**src/design/fcm_pkg.sv**
```systemverilog
// Package for the fixed capacity multiset: sizes, opcodes, status codes, state encoding.
package fcm_pkg;

	localparam int CAPACITY    = 32;
	localparam int VALUE_WIDTH = 32;

	localparam int ADDR_W = (CAPACITY > 1) ? $clog2(CAPACITY) : 1;
	localparam int CNT_W  = $clog2(CAPACITY + 1);

	localparam int OPCODE_W = 2;
	localparam int ITEM_W   = 32;
	localparam int STATUS_W = 2;
	localparam int TOTAL_W  = 6;
	localparam int FILL_W   = 6;

	typedef enum logic [OPCODE_W-1:0] {
		OP_INSERT    = 2'd0,
		OP_COUNT     = 2'd1,
		OP_ERASE_ONE = 2'd2,
		OP_ERASE_ALL = 2'd3
	} fcm_op_t;

	typedef enum logic [STATUS_W-1:0] {
		STS_OK        = 2'd0,
		STS_FULL      = 2'd1,
		STS_NOT_FOUND = 2'd2
	} fcm_status_t;

	typedef enum logic [2:0] {
		S_IDLE   = 3'b001,
		S_SCAN   = 3'b010,
		S_FINISH = 3'b100
	} fcm_state_t;

endpackage

```
**src/design/fcm_cmd_if.sv**
```systemverilog
// Command channel: opcode and value with valid/ready handshake.
interface fcm_cmd_if;
	logic                         valid;
	logic                         ready;
	logic [fcm_pkg::OPCODE_W-1:0] opcode;
	logic [fcm_pkg::ITEM_W-1:0]   item_value;

	modport source (output valid, output opcode, output item_value, input ready);
	modport sink   (input valid, input opcode, input item_value, output ready);
endinterface

```
**src/design/fcm_rsp_if.sv**
```systemverilog
// Response channel: status, match total and fill level with valid/ready handshake.
interface fcm_rsp_if;
	logic                         valid;
	logic                         ready;
	logic [fcm_pkg::STATUS_W-1:0] status;
	logic [fcm_pkg::TOTAL_W-1:0]  match_total;
	logic [fcm_pkg::FILL_W-1:0]   fill_level;

	modport source (output valid, output status, output match_total, output fill_level,
		input ready);
	modport sink   (input valid, input status, input match_total, input fill_level,
		output ready);
endinterface

```
**src/design/fixed_capacity_multiset.sv**
```systemverilog
// Fixed capacity multiset (bag) of values: insert, count, erase one match, erase all matches.
// Entries sit unordered in one RAM with a fill count. Insert writes at the fill count and
// passes through the finish state back to idle. Count and both erases scan the filled
// entries: one shared compare unit walks the RAM read port one entry a cycle, and the erases
// compact the survivors in place through the write port as the scan goes, so the bag is
// rewritten in the same pass. Only one command is in flight at a time; the response sits in
// an output register, so the next command is taken while it waits.
module fixed_capacity_multiset (
	input  logic      clk,
	input  logic      arst_n,
	fcm_cmd_if.sink   cmd,
	fcm_rsp_if.source rsp
);

	fcm_pkg::fcm_state_t  state_q;
	fcm_pkg::fcm_op_t     op_q;
	fcm_pkg::fcm_status_t status_q;
	logic [fcm_pkg::VALUE_WIDTH-1:0] val_q;
	logic [fcm_pkg::CNT_W-1:0]       cnt_q;
	logic [fcm_pkg::CNT_W-1:0]       rd_q;
	logic [fcm_pkg::CNT_W-1:0]       wr_q;
	logic [fcm_pkg::CNT_W-1:0]       total_q;
	logic                            dropped_q;
	logic                            rd_vld_s1;

	logic                         rsp_vld_q;
	logic [fcm_pkg::STATUS_W-1:0] rsp_status_q;
	logic [fcm_pkg::TOTAL_W-1:0]  rsp_total_q;
	logic [fcm_pkg::FILL_W-1:0]   rsp_fill_q;

	fcm_pkg::fcm_op_t                cmd_op;
	logic [fcm_pkg::VALUE_WIDTH-1:0] cmd_val;
	logic                            accept;
	logic                            is_full;
	logic                            read_go;
	logic                            match;
	logic                            drop;
	logic                            keep_wr;
	logic                            hit;
	logic                            scan_done;
	logic                            load_rsp;

	logic                            ram_we;
	logic [fcm_pkg::ADDR_W-1:0]      ram_waddr;
	logic [fcm_pkg::VALUE_WIDTH-1:0] ram_wdata;
	logic [fcm_pkg::ADDR_W-1:0]      ram_raddr;
	logic [fcm_pkg::VALUE_WIDTH-1:0] ram_rdata;

	assign cmd.ready = (state_q == fcm_pkg::S_IDLE);
	assign accept    = cmd.valid && cmd.ready;
	assign cmd_op    = fcm_pkg::fcm_op_t'(cmd.opcode);
	assign cmd_val   = fcm_pkg::VALUE_WIDTH'(cmd.item_value);
	assign is_full   = (cnt_q == fcm_pkg::CNT_W'(fcm_pkg::CAPACITY));

	assign read_go   = (state_q == fcm_pkg::S_SCAN) && (rd_q != cnt_q);
	assign ram_raddr = rd_q[fcm_pkg::ADDR_W-1:0];

	// shared compare on the value coming out of the RAM
	assign match   = rd_vld_s1 && (ram_rdata == val_q);
	assign drop    = match && ((op_q == fcm_pkg::OP_ERASE_ALL) ||
		((op_q == fcm_pkg::OP_ERASE_ONE) && !dropped_q));
	assign keep_wr = rd_vld_s1 && !drop && (op_q != fcm_pkg::OP_COUNT);
	assign hit     = drop || (match && (op_q == fcm_pkg::OP_COUNT));

	// last read has been compared once the pipe is empty at the end of the fill
	assign scan_done = (state_q == fcm_pkg::S_SCAN) && (rd_q == cnt_q) && !rd_vld_s1;
	assign load_rsp  = (state_q == fcm_pkg::S_FINISH) && (!rsp_vld_q || rsp.ready);

	always_comb begin
		ram_we    = 1'b0;
		ram_waddr = wr_q[fcm_pkg::ADDR_W-1:0];
		ram_wdata = ram_rdata;
		if (accept && (cmd_op == fcm_pkg::OP_INSERT) && !is_full) begin
			ram_we    = 1'b1;
			ram_waddr = cnt_q[fcm_pkg::ADDR_W-1:0];
			ram_wdata = cmd_val;
		end else if (keep_wr) begin
			// compact: survivors slide down to the write pointer
			ram_we = 1'b1;
		end
	end

	fcm_ram #(
		.WIDTH(fcm_pkg::VALUE_WIDTH),
		.DEPTH(fcm_pkg::CAPACITY)
	) u_entries (
		.clk  (clk),
		.we   (ram_we),
		.waddr(ram_waddr),
		.wdata(ram_wdata),
		.raddr(ram_raddr),
		.rdata(ram_rdata)
	);

	always_ff @(posedge clk or negedge arst_n) begin
		if (!arst_n) begin
			state_q   <= fcm_pkg::S_IDLE;
			cnt_q     <= '0;
			rd_q      <= '0;
			wr_q      <= '0;
			total_q   <= '0;
			dropped_q <= 1'b0;
			rd_vld_s1 <= 1'b0;
			op_q      <= fcm_pkg::OP_INSERT;
			status_q  <= fcm_pkg::STS_OK;
			val_q     <= '0;
		end else begin
			unique case (state_q)
				fcm_pkg::S_IDLE: begin
					if (accept) begin
						op_q      <= cmd_op;
						val_q     <= cmd_val;
						rd_q      <= '0;
						wr_q      <= '0;
						dropped_q <= 1'b0;
						rd_vld_s1 <= 1'b0;
						status_q  <= fcm_pkg::STS_OK;
						total_q   <= '0;
						if (cmd_op == fcm_pkg::OP_INSERT) begin
							state_q <= fcm_pkg::S_FINISH;
							if (is_full) begin
								status_q <= fcm_pkg::STS_FULL;
							end else begin
								cnt_q   <= cnt_q + fcm_pkg::CNT_W'(1);
								total_q <= fcm_pkg::CNT_W'(1);
							end
						end else begin
							state_q <= fcm_pkg::S_SCAN;
						end
					end
				end
				fcm_pkg::S_SCAN: begin
					rd_vld_s1 <= read_go;
					if (read_go) begin
						rd_q <= rd_q + fcm_pkg::CNT_W'(1);
					end
					if (hit) begin
						total_q <= total_q + fcm_pkg::CNT_W'(1);
					end
					if (drop) begin
						dropped_q <= 1'b1;
					end
					if (keep_wr) begin
						wr_q <= wr_q + fcm_pkg::CNT_W'(1);
					end
					if (scan_done) begin
						state_q <= fcm_pkg::S_FINISH;
						if (op_q != fcm_pkg::OP_COUNT) begin
							cnt_q <= wr_q;
						end
						if ((op_q == fcm_pkg::OP_ERASE_ONE) && (total_q == '0)) begin
							status_q <= fcm_pkg::STS_NOT_FOUND;
						end
					end
				end
				fcm_pkg::S_FINISH: begin
					// hold until the response register is free
					if (load_rsp) begin
						state_q <= fcm_pkg::S_IDLE;
					end
				end
				default: begin
					state_q <= fcm_pkg::S_IDLE;
				end
			endcase
		end
	end

	always_ff @(posedge clk or negedge arst_n) begin
		if (!arst_n) begin
			rsp_vld_q <= 1'b0;
		end else if (load_rsp) begin
			rsp_vld_q <= 1'b1;
		end else if (rsp.ready) begin
			rsp_vld_q <= 1'b0;
		end
	end

	always_ff @(posedge clk) begin
		if (load_rsp) begin
			rsp_status_q <= status_q;
			rsp_total_q  <= fcm_pkg::TOTAL_W'(total_q);
			rsp_fill_q   <= fcm_pkg::FILL_W'(cnt_q);
		end
	end

	assign rsp.valid       = rsp_vld_q;
	assign rsp.status      = rsp_status_q;
	assign rsp.match_total = rsp_total_q;
	assign rsp.fill_level  = rsp_fill_q;

	assert property (@(posedge clk) disable iff (!arst_n)
		cnt_q <= fcm_pkg::CNT_W'(fcm_pkg::CAPACITY))
		else $error("fill count above capacity");

	assert property (@(posedge clk) disable iff (!arst_n)
		(state_q == fcm_pkg::S_SCAN) |-> (wr_q <= rd_q && rd_q <= cnt_q))
		else $error("compaction write pointer passed read pointer");

	assert property (@(posedge clk) disable iff (!arst_n)
		rd_vld_s1 |-> (state_q == fcm_pkg::S_SCAN))
		else $error("read data in flight outside a scan");

	assert property (@(posedge clk) disable iff (!arst_n)
		(load_rsp && (status_q != fcm_pkg::STS_OK)) |-> (total_q == '0))
		else $error("refused operation reports a nonzero total");

endmodule

```
**src/design/fcm_ram.sv**
```systemverilog
// Generic single write port, single read port RAM with registered read data.
module fcm_ram #(
	parameter int WIDTH = 32,
	parameter int DEPTH = 32
) (
	input  logic                                    clk,
	input  logic                                    we,
	input  logic [((DEPTH > 1) ? $clog2(DEPTH) : 1)-1:0] waddr,
	input  logic [WIDTH-1:0]                        wdata,
	input  logic [((DEPTH > 1) ? $clog2(DEPTH) : 1)-1:0] raddr,
	output logic [WIDTH-1:0]                        rdata
);

	logic [WIDTH-1:0] mem [DEPTH];

	always_ff @(posedge clk) begin
		if (we) begin
			mem[waddr] <= wdata;
		end
		rdata <= mem[raddr];
	end

endmodule
```
**src/flat_wrapper.sv**
```systemverilog
// flat-port wrapper written by rule: the top's interface ports become plain ports
module fixed_capacity_multiset_flat 
  (clk, arst_n, cmd_valid, cmd_opcode, cmd_item_value, cmd_ready, rsp_valid, rsp_status, rsp_match_total, rsp_fill_level, rsp_ready);
  fcm_cmd_if cmd_i ();
  fcm_rsp_if rsp_i ();
  input  logic clk;
  input  logic arst_n;
  input wire logic [$bits(cmd_i.valid)-1:0] cmd_valid;
  input wire logic [$bits(cmd_i.opcode)-1:0] cmd_opcode;
  input wire logic [$bits(cmd_i.item_value)-1:0] cmd_item_value;
  output wire logic [$bits(cmd_i.ready)-1:0] cmd_ready;
  output wire logic [$bits(rsp_i.valid)-1:0] rsp_valid;
  output wire logic [$bits(rsp_i.status)-1:0] rsp_status;
  output wire logic [$bits(rsp_i.match_total)-1:0] rsp_match_total;
  output wire logic [$bits(rsp_i.fill_level)-1:0] rsp_fill_level;
  input wire logic [$bits(rsp_i.ready)-1:0] rsp_ready;
  assign cmd_i.valid = cmd_valid;
  assign cmd_i.opcode = cmd_opcode;
  assign cmd_i.item_value = cmd_item_value;
  assign cmd_ready = cmd_i.ready;
  assign rsp_valid = rsp_i.valid;
  assign rsp_status = rsp_i.status;
  assign rsp_match_total = rsp_i.match_total;
  assign rsp_fill_level = rsp_i.fill_level;
  assign rsp_i.ready = rsp_ready;
  fixed_capacity_multiset u_core (.clk(clk), .arst_n(arst_n), .cmd(cmd_i), .rsp(rsp_i));
endmodule
```
**config.mk**
```make
export PLATFORM = sky130hd
export DESIGN_NAME = fixed_capacity_multiset_flat
export DESIGN_NICKNAME = d
export VERILOG_FILES = /design/src/design/fcm_pkg.sv /design/src/design/fcm_cmd_if.sv /design/src/design/fcm_rsp_if.sv /design/src/design/fixed_capacity_multiset.sv /design/src/design/fcm_ram.sv /design/src/flat_wrapper.sv
export SDC_FILE = /design/constraint.sdc
export NUM_CORES = 1
export LEC_CHECK = 0
export BUFFER_PORTS_ARGS = -buffer_cell sky130_fd_sc_hd__buf_2
export CAP_MARGIN = 15
export CORE_MARGIN = 5
export CORE_UTILIZATION = 45
export DETAILED_ROUTE_END_ITERATION = 8
export MAX_ROUTING_LAYER = met4
export PLACE_DENSITY = 0.71
export SETUP_SLACK_MARGIN = 0.3
export SLEW_MARGIN = 20
export SYNTH_ARGS = -nofsm -noshare
export SYNTH_HDL_FRONTEND = slang
export SYNTH_SLANG_ARGS = --single-unit
```
**constraint.sdc**
```tcl
create_clock -name clk -period 5.8 [get_ports clk]
set_clock_uncertainty 0.1 [all_clocks]
set_input_delay 0.29 -clock clk [delete_from_list [all_inputs] [get_ports clk]]
set_output_delay 0.29 -clock clk [all_outputs]
set_load 0.005 [all_outputs]
```
# [After elaboration in Yosys (flattened, before gate mapping)]
# Memory sizes are Yosys's and may differ from the RTL's. A register that Yosys moved wholly into a read port is not among the register bits.
# Index checks and enable logic that the tools add are counted.
[classes] div_mod_pow=0 shift=0 n_mux=39 mul=0 n_lt_le_gt_ge=0 n_addsub=4 bitwise_logic=0 n_reduce_logical=35 n_eq_ne=22
[ops] op="$mux W6" n=11
[ops] op="$pmux W6 S2" n=4
[ops] op="$eq A32 B32 Y1" n=1
[ops] op="$mux W32" n=1
[ops] op="$add A6 B1 Y6 const B" n=4
[ops] op="$ne A2 B1 Y1 const B" n=8
[ops] op="$reduce_and A3 Y1" n=5
[ops] op="$logic_and A1 B1 Y1" n=14
[ops] op="$mux W3" n=4
[ops] op="$mux W1" n=10
[ops] op="$pmux W3 S3" n=1
[ops] op="$mux W2" n=4
[ops] op="$ne A2 B2 Y1 const B" n=4
[ops] op="$eq A6 B6 Y1" n=1
[ops] op="$eq A6 B6 Y1 const B" n=1
[ops] op="$logic_not A6 Y1" n=1
[ops] op="$ne A6 B6 Y1" n=1
[ops] op="$reduce_and A6 Y1" n=1
[ops] op="$logic_not A1 Y1" n=5
[ops] op="$mux W5" n=1
[ops] op="$eq A2 B2 Y1 const B" n=2
[ops] op="$pmux W1 S2" n=2
[ops] op="$pmux W2 S2" n=1
[ops] op="$reduce_and A2 Y1" n=2
[ops] op="8 further kinds" n=11
[totals] output_inout_bits=16 romBits=0 latch_bits=0 mem_bits_rw=1024 wordCells=115 ff_bits=80 mem_count=1 inputBits=38
[mem_list] memory="u_core.u_entries.mem" depth=32 word_bits=32 read_ports=1 rd_ports_with_merged_regs=1 write_ports=1 line="fcm_ram.sv:14" text="logic [WIDTH-1:0] mem [DEPTH];"

# [Longest topological paths before layout]
[logic_depth] ltp_word=11 depth_mapped=10 depth_no_buf=8

# [Hierarchy]
# Synthesis repeated with hierarchy kept, for this count alone.
[unflattened] cells_unflattened=2719 area_unflattened_um2=44835.5
[modules_own_cells] mod="fcm_ram" seq_area_each_um2=31390.1 cells_per_inst=2260 area_each_um2=40487.6 instances=1
[modules_own_cells] mod="fixed_capacity_multiset" seq_area_each_um2=2073.2 cells_per_inst=459 area_each_um2=4347.9 instances=1

# [Worst setup path after synthesis]
# OpenSTA, ideal clock, no wires.
[synth_timing] path_type="flip-flop to flip-flop" startpoint="reg u_core.cnt_q[1] (netlist bit)" endpoint="mem u_core.u_entries.mem[12][0] (enable)" setup_ns=0.432 slack_ns=1.624 arrival_time_ns=3.644 path_stages_with_launch=11 synth_period_minus_slack_ns=4.176 required_ns=5.268 n_path_buf=2 path_cell_list="dfrtp_1 > clkbuf_1 > inv_1 > ha_1 > nand2_1 > or4_1 > nand3_1 > clkbuf_1 > mux2i_1 > nand2_1 > a21oi_1"
[synth_via] elab_chain_len=6 word_cells_on_any_way=7 cone_classes="1 x eq/ne; 4 x mux; 2 x reduce/logical"
[synth_lines] item="start: declaration" line="fixed_capacity_multiset.sv:19" text="logic [fcm_pkg::CNT_W-1:0] cnt_q;"
[synth_lines] item="start signal: assignment" line="fixed_capacity_multiset.sv:124" text="cnt_q <= cnt_q + fcm_pkg::CNT_W'(1);"
[synth_lines] item="start signal: assignment" line="fixed_capacity_multiset.sv:149" text="cnt_q <= wr_q;"
[synth_lines] item="$eq A6 B6 Y1" line="fixed_capacity_multiset.sv:53" text="assign is_full = (cnt_q == fcm_pkg::CNT_W'(fcm_pkg::CAPACITY));"
[synth_lines] item="$logic_not A1 Y1" line="fixed_capacity_multiset.sv:73" text="if (accept && (cmd_op == fcm_pkg::OP_INSERT) && !is_full) begin"
[synth_lines] item="$logic_and A1 B1 Y1" line="fixed_capacity_multiset.sv:73"
[synth_lines] item="$mux W1" line="fixed_capacity_multiset.sv:73"
[synth_lines] item="$mux W1" line="fcm_ram.sv:17" text="if (we) begin"
[synth_lines] item="$mux W1 (not written as such)" line="fcm_ram.sv:18" text="mem[waddr] <= wdata;"
[synth_lines] item="end: declaration" line="fcm_ram.sv:14"
# Several ways; a longest one is shown, not always the timed one.

# [Worst setup path after layout]
[layout_timing] startpoint="reg u_core.cnt_q[1] (netlist bit)" endpoint="mem u_core.u_entries.mem[5][3] (enable)"
# Same word-level chain as after synthesis.

==> run_results.csv <==
group,metric,value,unit
setup_path,slowest_delay,1040,ps
timing,setup-tns-final,0,ps
clocking,clk_path_buf_depth,3,
cells_and_area,finish.utilization,0.518,
floorplan,die_h,323,um
cells_and_area,drive_above_1_share,0.302,
worst_hold_path,hold_path.class,"in -> async",
setup_path,worstPathMaxFanout,17,
global_routing,grt_overflow,0,
timing,fin_crit,4530,ps
synthesis,netlist_instances,2069,
place,gp_congestion,0.885,
synthesis,synth_xor_area_frac,0.00837,
clocking,cts.clk_slew.worst_paths,60,ps
synthesis,ys_ff_latch,1136,
drt,routed_wl,105000,um
clocking,cts_buffers,109,
place,dp.cells,3349,
global_routing,grt_pass1_vias,21900,
setup_path,timing.rr.end,"u_core.u_entries.mem[5][3]$_DFFE_PP_",
synthesis,ys_seq_area_frac,0.761,
cells_and_area,area_delta_synth_final,14.2,%
timing,final.setup.worst_slack,1270,ps
floorplan,core.rowCount,114,
floorplan,die_area,104000,um^2
place,hpwlAfterDp,60800,um
drt,drtAntennaViolNets,0,
timing,drv_slew,0,
power_and_ir_drop,vdd_ir_drop_max,335,uV
power_and_ir_drop,switching_power,6980,uW
timing,worstMarginPinSlew,1170,ps
floorplan,die_w,323,um
clocking,htree_levels,3,
synthesis,synth_nets,2113,
synthesis,syn_area,44000,um^2
drt,drt_iter0_drc,2791,
timing,finalSetupViolations,0,
synthesis,syn_avg_cell_area,21.3,um^2
setup_path,worstPathArrival,4770,ps
power_and_ir_drop,p_int,16700,uW
clocking,root_buffer,"clkbuf_16",
clocking,cts_tree,"yes",
synthesis,synth_mux_area_frac,0.174,
clocking,cts_resized,0,
outcome,outcome,"complete, no violations",
synthesis,ys_async_sr_fraction,0.0581,
clocking,clkSinkCount,1136,
place,io_buffers,53,
timing,slew_headroom,0.221,
synthesis,synth_edf_count,1038,
timing,fin_crit_sh,0.781,
timing,fmax,221,MHz
run,maxCapViolCount,0,
timing,rsz0062_at_grt,"no",
cells_and_area,diodes,0,
synthesis,synth_compound_gate_area_share,0.0123,
drt,routed_via_density,6.04,
setup_path,startpoint_type,"flop",
power_and_ir_drop,finalPower,23700,uW
drt,vias,21700,
setup_path,reg2reg_depth,9,
synthesis,synthSimpleGateAreaFrac,0.0310,
timing,hold_viol_final,0,
global_routing,antenna_found_initial,0,
synthesis,yosysUniqueCellTypes,56,
synthesis,synth_warnings,0,
power_and_ir_drop,seq_power_share,0.474,
setup_path,slowest_stage,"a21oi_4",
cells_and_area,finalNetCount,2265,
synthesis,synthAdderAreaFrac,0.00171,
place,dp_slack,1350,ps
synthesis,synth_top_family_by_area,"multiplexers",
drt,drc,0,
power_and_ir_drop,pwr-share-clk,0.291,
clocking,ctsHoldBuffers,37,
setup_path,r2r_setup_slack,1270,ps
drt,firstDrtPassIters,5,
power_and_ir_drop,p_per_area,471,nW/um^2
global_routing,grt_pass1_wl,154000,um
synthesis,synth_flop_cell,"edfxtp_1",
clocking,cts_setup_buffers,0,
global_routing,grt_max_degree,86,
power_and_ir_drop,switching_share,0.295,
power_and_ir_drop,pwr-share-comb,0.235,
floorplan,start_util,0.454,
cells_and_area,n_fill_cell,7264,
clocking,clkLatencyLatePin,690,ps
setup_path,worstPathCellList,"inv_1 > ha_1 > nand2_1 > o41ai_2 > nor2_4 > nor3_2 > nand4b_1 > a21oi_4 > buf_4",
power_and_ir_drop,p_leak,0.0159,uW
setup_path,endpoint_kind,"flop",
drt,wl_per_cell,29.3,um
cells_and_area,instances_no_fill,3591,
global_routing,grt_usage,0.209,
setup_path,crit_type,"reg -> reg",
setup_path,r2r_start,"u_core.cnt_q[1]$_DFFE_PN0P_",
floorplan,core_area,96900,um^2
setup_path,required,6040,ps
floorplan,io_pins,54,
[per-layer routing]
layer / wire (um) / vias up / GRT usage / part of all wire
met5: 0 / - / - / 0
met2: 51200 / 1114 / 0.327 / 0.49
met1: 42100 / 11600 / 0.289 / 0.40
met4: 3080 / 0 / 0.0563 / 0.029
li1: - / 8782 / - / -
met3: 8850 / 175 / 0.0376 / 0.084
[area by class of cell]
class                   count  area, um^2  share of cell area
clock buffers             141        2910              0.0579
clock inverters            64         596              0.0119
inverters                  11        41.3            0.000822
repair buffers            149        1150              0.0229
well taps                1276        1600              0.0318
multi-input cells         814       10400               0.208
flip-flops and latches   1136       33500               0.667
[how the worst max path moves through the flow]
stage                                            from                                    end  depth (start not counted)
after floorplan           u_core.cnt_q[1]$_DFFE_PN0P_  u_core.u_entries.mem[12][0]$_DFFE_PP_                         10
after global routing      u_core.cnt_q[1]$_DFFE_PN0P_   u_core.u_entries.mem[5][3]$_DFFE_PP_                          9
after CTS                 u_core.cnt_q[1]$_DFFE_PN0P_   u_core.u_entries.mem[5][3]$_DFFE_PP_                          9
after detailed placement  u_core.cnt_q[1]$_DFFE_PN0P_   u_core.u_entries.mem[5][6]$_DFFE_PP_                          9
final                     u_core.cnt_q[1]$_DFFE_PN0P_   u_core.u_entries.mem[5][3]$_DFFE_PP_                          9
after global placement    u_core.cnt_q[1]$_DFFE_PN0P_  u_core.u_entries.mem[5][12]$_DFFE_PP_                          9
[Yosys cell counts, types with 2 or more instances]
cell type | instances | area share
dfxtp_1 | 32 | 0.015
and2_1 | 4 | 0.00057
o211ai_1 | 2 | 0.00034
and3_1 | 3 | 0.00043
a31o_2 | 3 | 0.00060
clkbuf_1 | 66 | 0.0056
buf_2 | 29 | 0.0033
nand2b_1 | 7 | 0.0010
nor4_1 | 3 | 0.00043
inv_1 | 11 | 0.00094
mux2_2 | 33 | 0.0085
nor3_1 | 4 | 0.00046
o31ai_1 | 5 | 0.00085
mux4_2 | 320 | 0.16
nand4b_1 | 2 | 0.00040
o21ai_0 | 21 | 0.0024
mux2i_1 | 8 | 0.0018
dfrtp_1 | 65 | 0.037
buf_1 | 11 | 0.00094
nor4_2 | 3 | 0.00085
nor2_1 | 20 | 0.0017
edfxtp_1 | 1038 | 0.71
xnor2_1 | 7 | 0.0014
buf_6 | 2 | 0.00051
nor2b_1 | 4 | 0.00057
or3_1 | 3 | 0.00043
nand2_1 | 231 | 0.020
or4_1 | 2 | 0.00034
a21oi_1 | 45 | 0.0051
ha_1 | 6 | 0.0017
xor2_1 | 35 | 0.0070
nand4_1 | 7 | 0.0010
nand3_1 | 14 | 0.0016
[layout by cell type (no fill, tap or decap), types with 8 or more instances in the layout]
cell / count
edfxtp_1: 1038
mux4_2: 320
nand2_1: 208
clkbuf_16: 109
dfrtp_1: 60
buf_4: 54
buf_2: 52
dlygate4sd3_1: 37
xor2_1: 35
mux2_2: 33
a21oi_4: 32
dfxtp_1: 32
clkbuf_1: 26
nand2_2: 23
clkinv_1: 23
clkinv_2: 21
o21ai_0: 20
nor2_1: 18
nand3_1: 13
a21oi_1: 13
inv_1: 11
mux2i_1: 8
[per-stage QoR]
stage | hold WS [ps] | instance area [um^2]
after floorplan | -106 | 44000
after global placement | 342 | 46300
after detailed placement | 355 | 46300
after CTS | 237 | 50200
after global routing | 274 | 50200
final | 231 | 50200
[worst max-delay path: cells and delay by family, from the launching register on]
| kind | cells | cell delay, ps |
|---|---|---|
| AO/OA/AOI/OAI | 2 | 1550 |
| AND/OR/NAND/NOR | 4 | 1240 |
| buffers and inverters | 2 | 610 |
| flip-flops | 1 | 500 |
| adder cells (fa/ha/maj) | 1 | 160 |
[power by group through the flow]
stage | Combinational, uW | Clock, uW | Sequential, uW
6_report | 5550 | 6900 | 11200
5_1_grt | 5920 | 7370 | 11300
4_1_cts | 5540 | 6980 | 11300
3_5_place_dp | 5490 | 0 | 11400
3_3_place_gp | 5340 | 0 | 11400
2_1_floorplan | 3680 | 0 | 11100
[cells by family (layout without fill, tap and decap cells)]
kind of cell    count (synthesis)  in the layout
xor+xnor                       42             42
buf+inv                       119            365
compound gates                 91             91
simple gates                  314            314
flops                        1136           1136
mux                           361            361
fa+ha+maj                       6              6
[flip-flops by register name (all words and copies together) (netlist names)]
name,cells
u_core.rsp.fill_level,6
u_core.total_q,6
u_core.cnt_q,6
u_core.u_entries.rdata,32
u_core.status_q,2
u_core.rsp.match_total,6
u_core.rd_vld_s1,1
u_core.rsp.valid,1
u_core.u_entries.mem,1024
u_core.rd_q,6
u_core.rsp.status,2
u_core.val_q,32
u_core.op_q,2
u_core.state_q,3
u_core.wr_q,6
u_core.dropped_q,1
No activity file was read; power rests on OpenSTA's default activity.
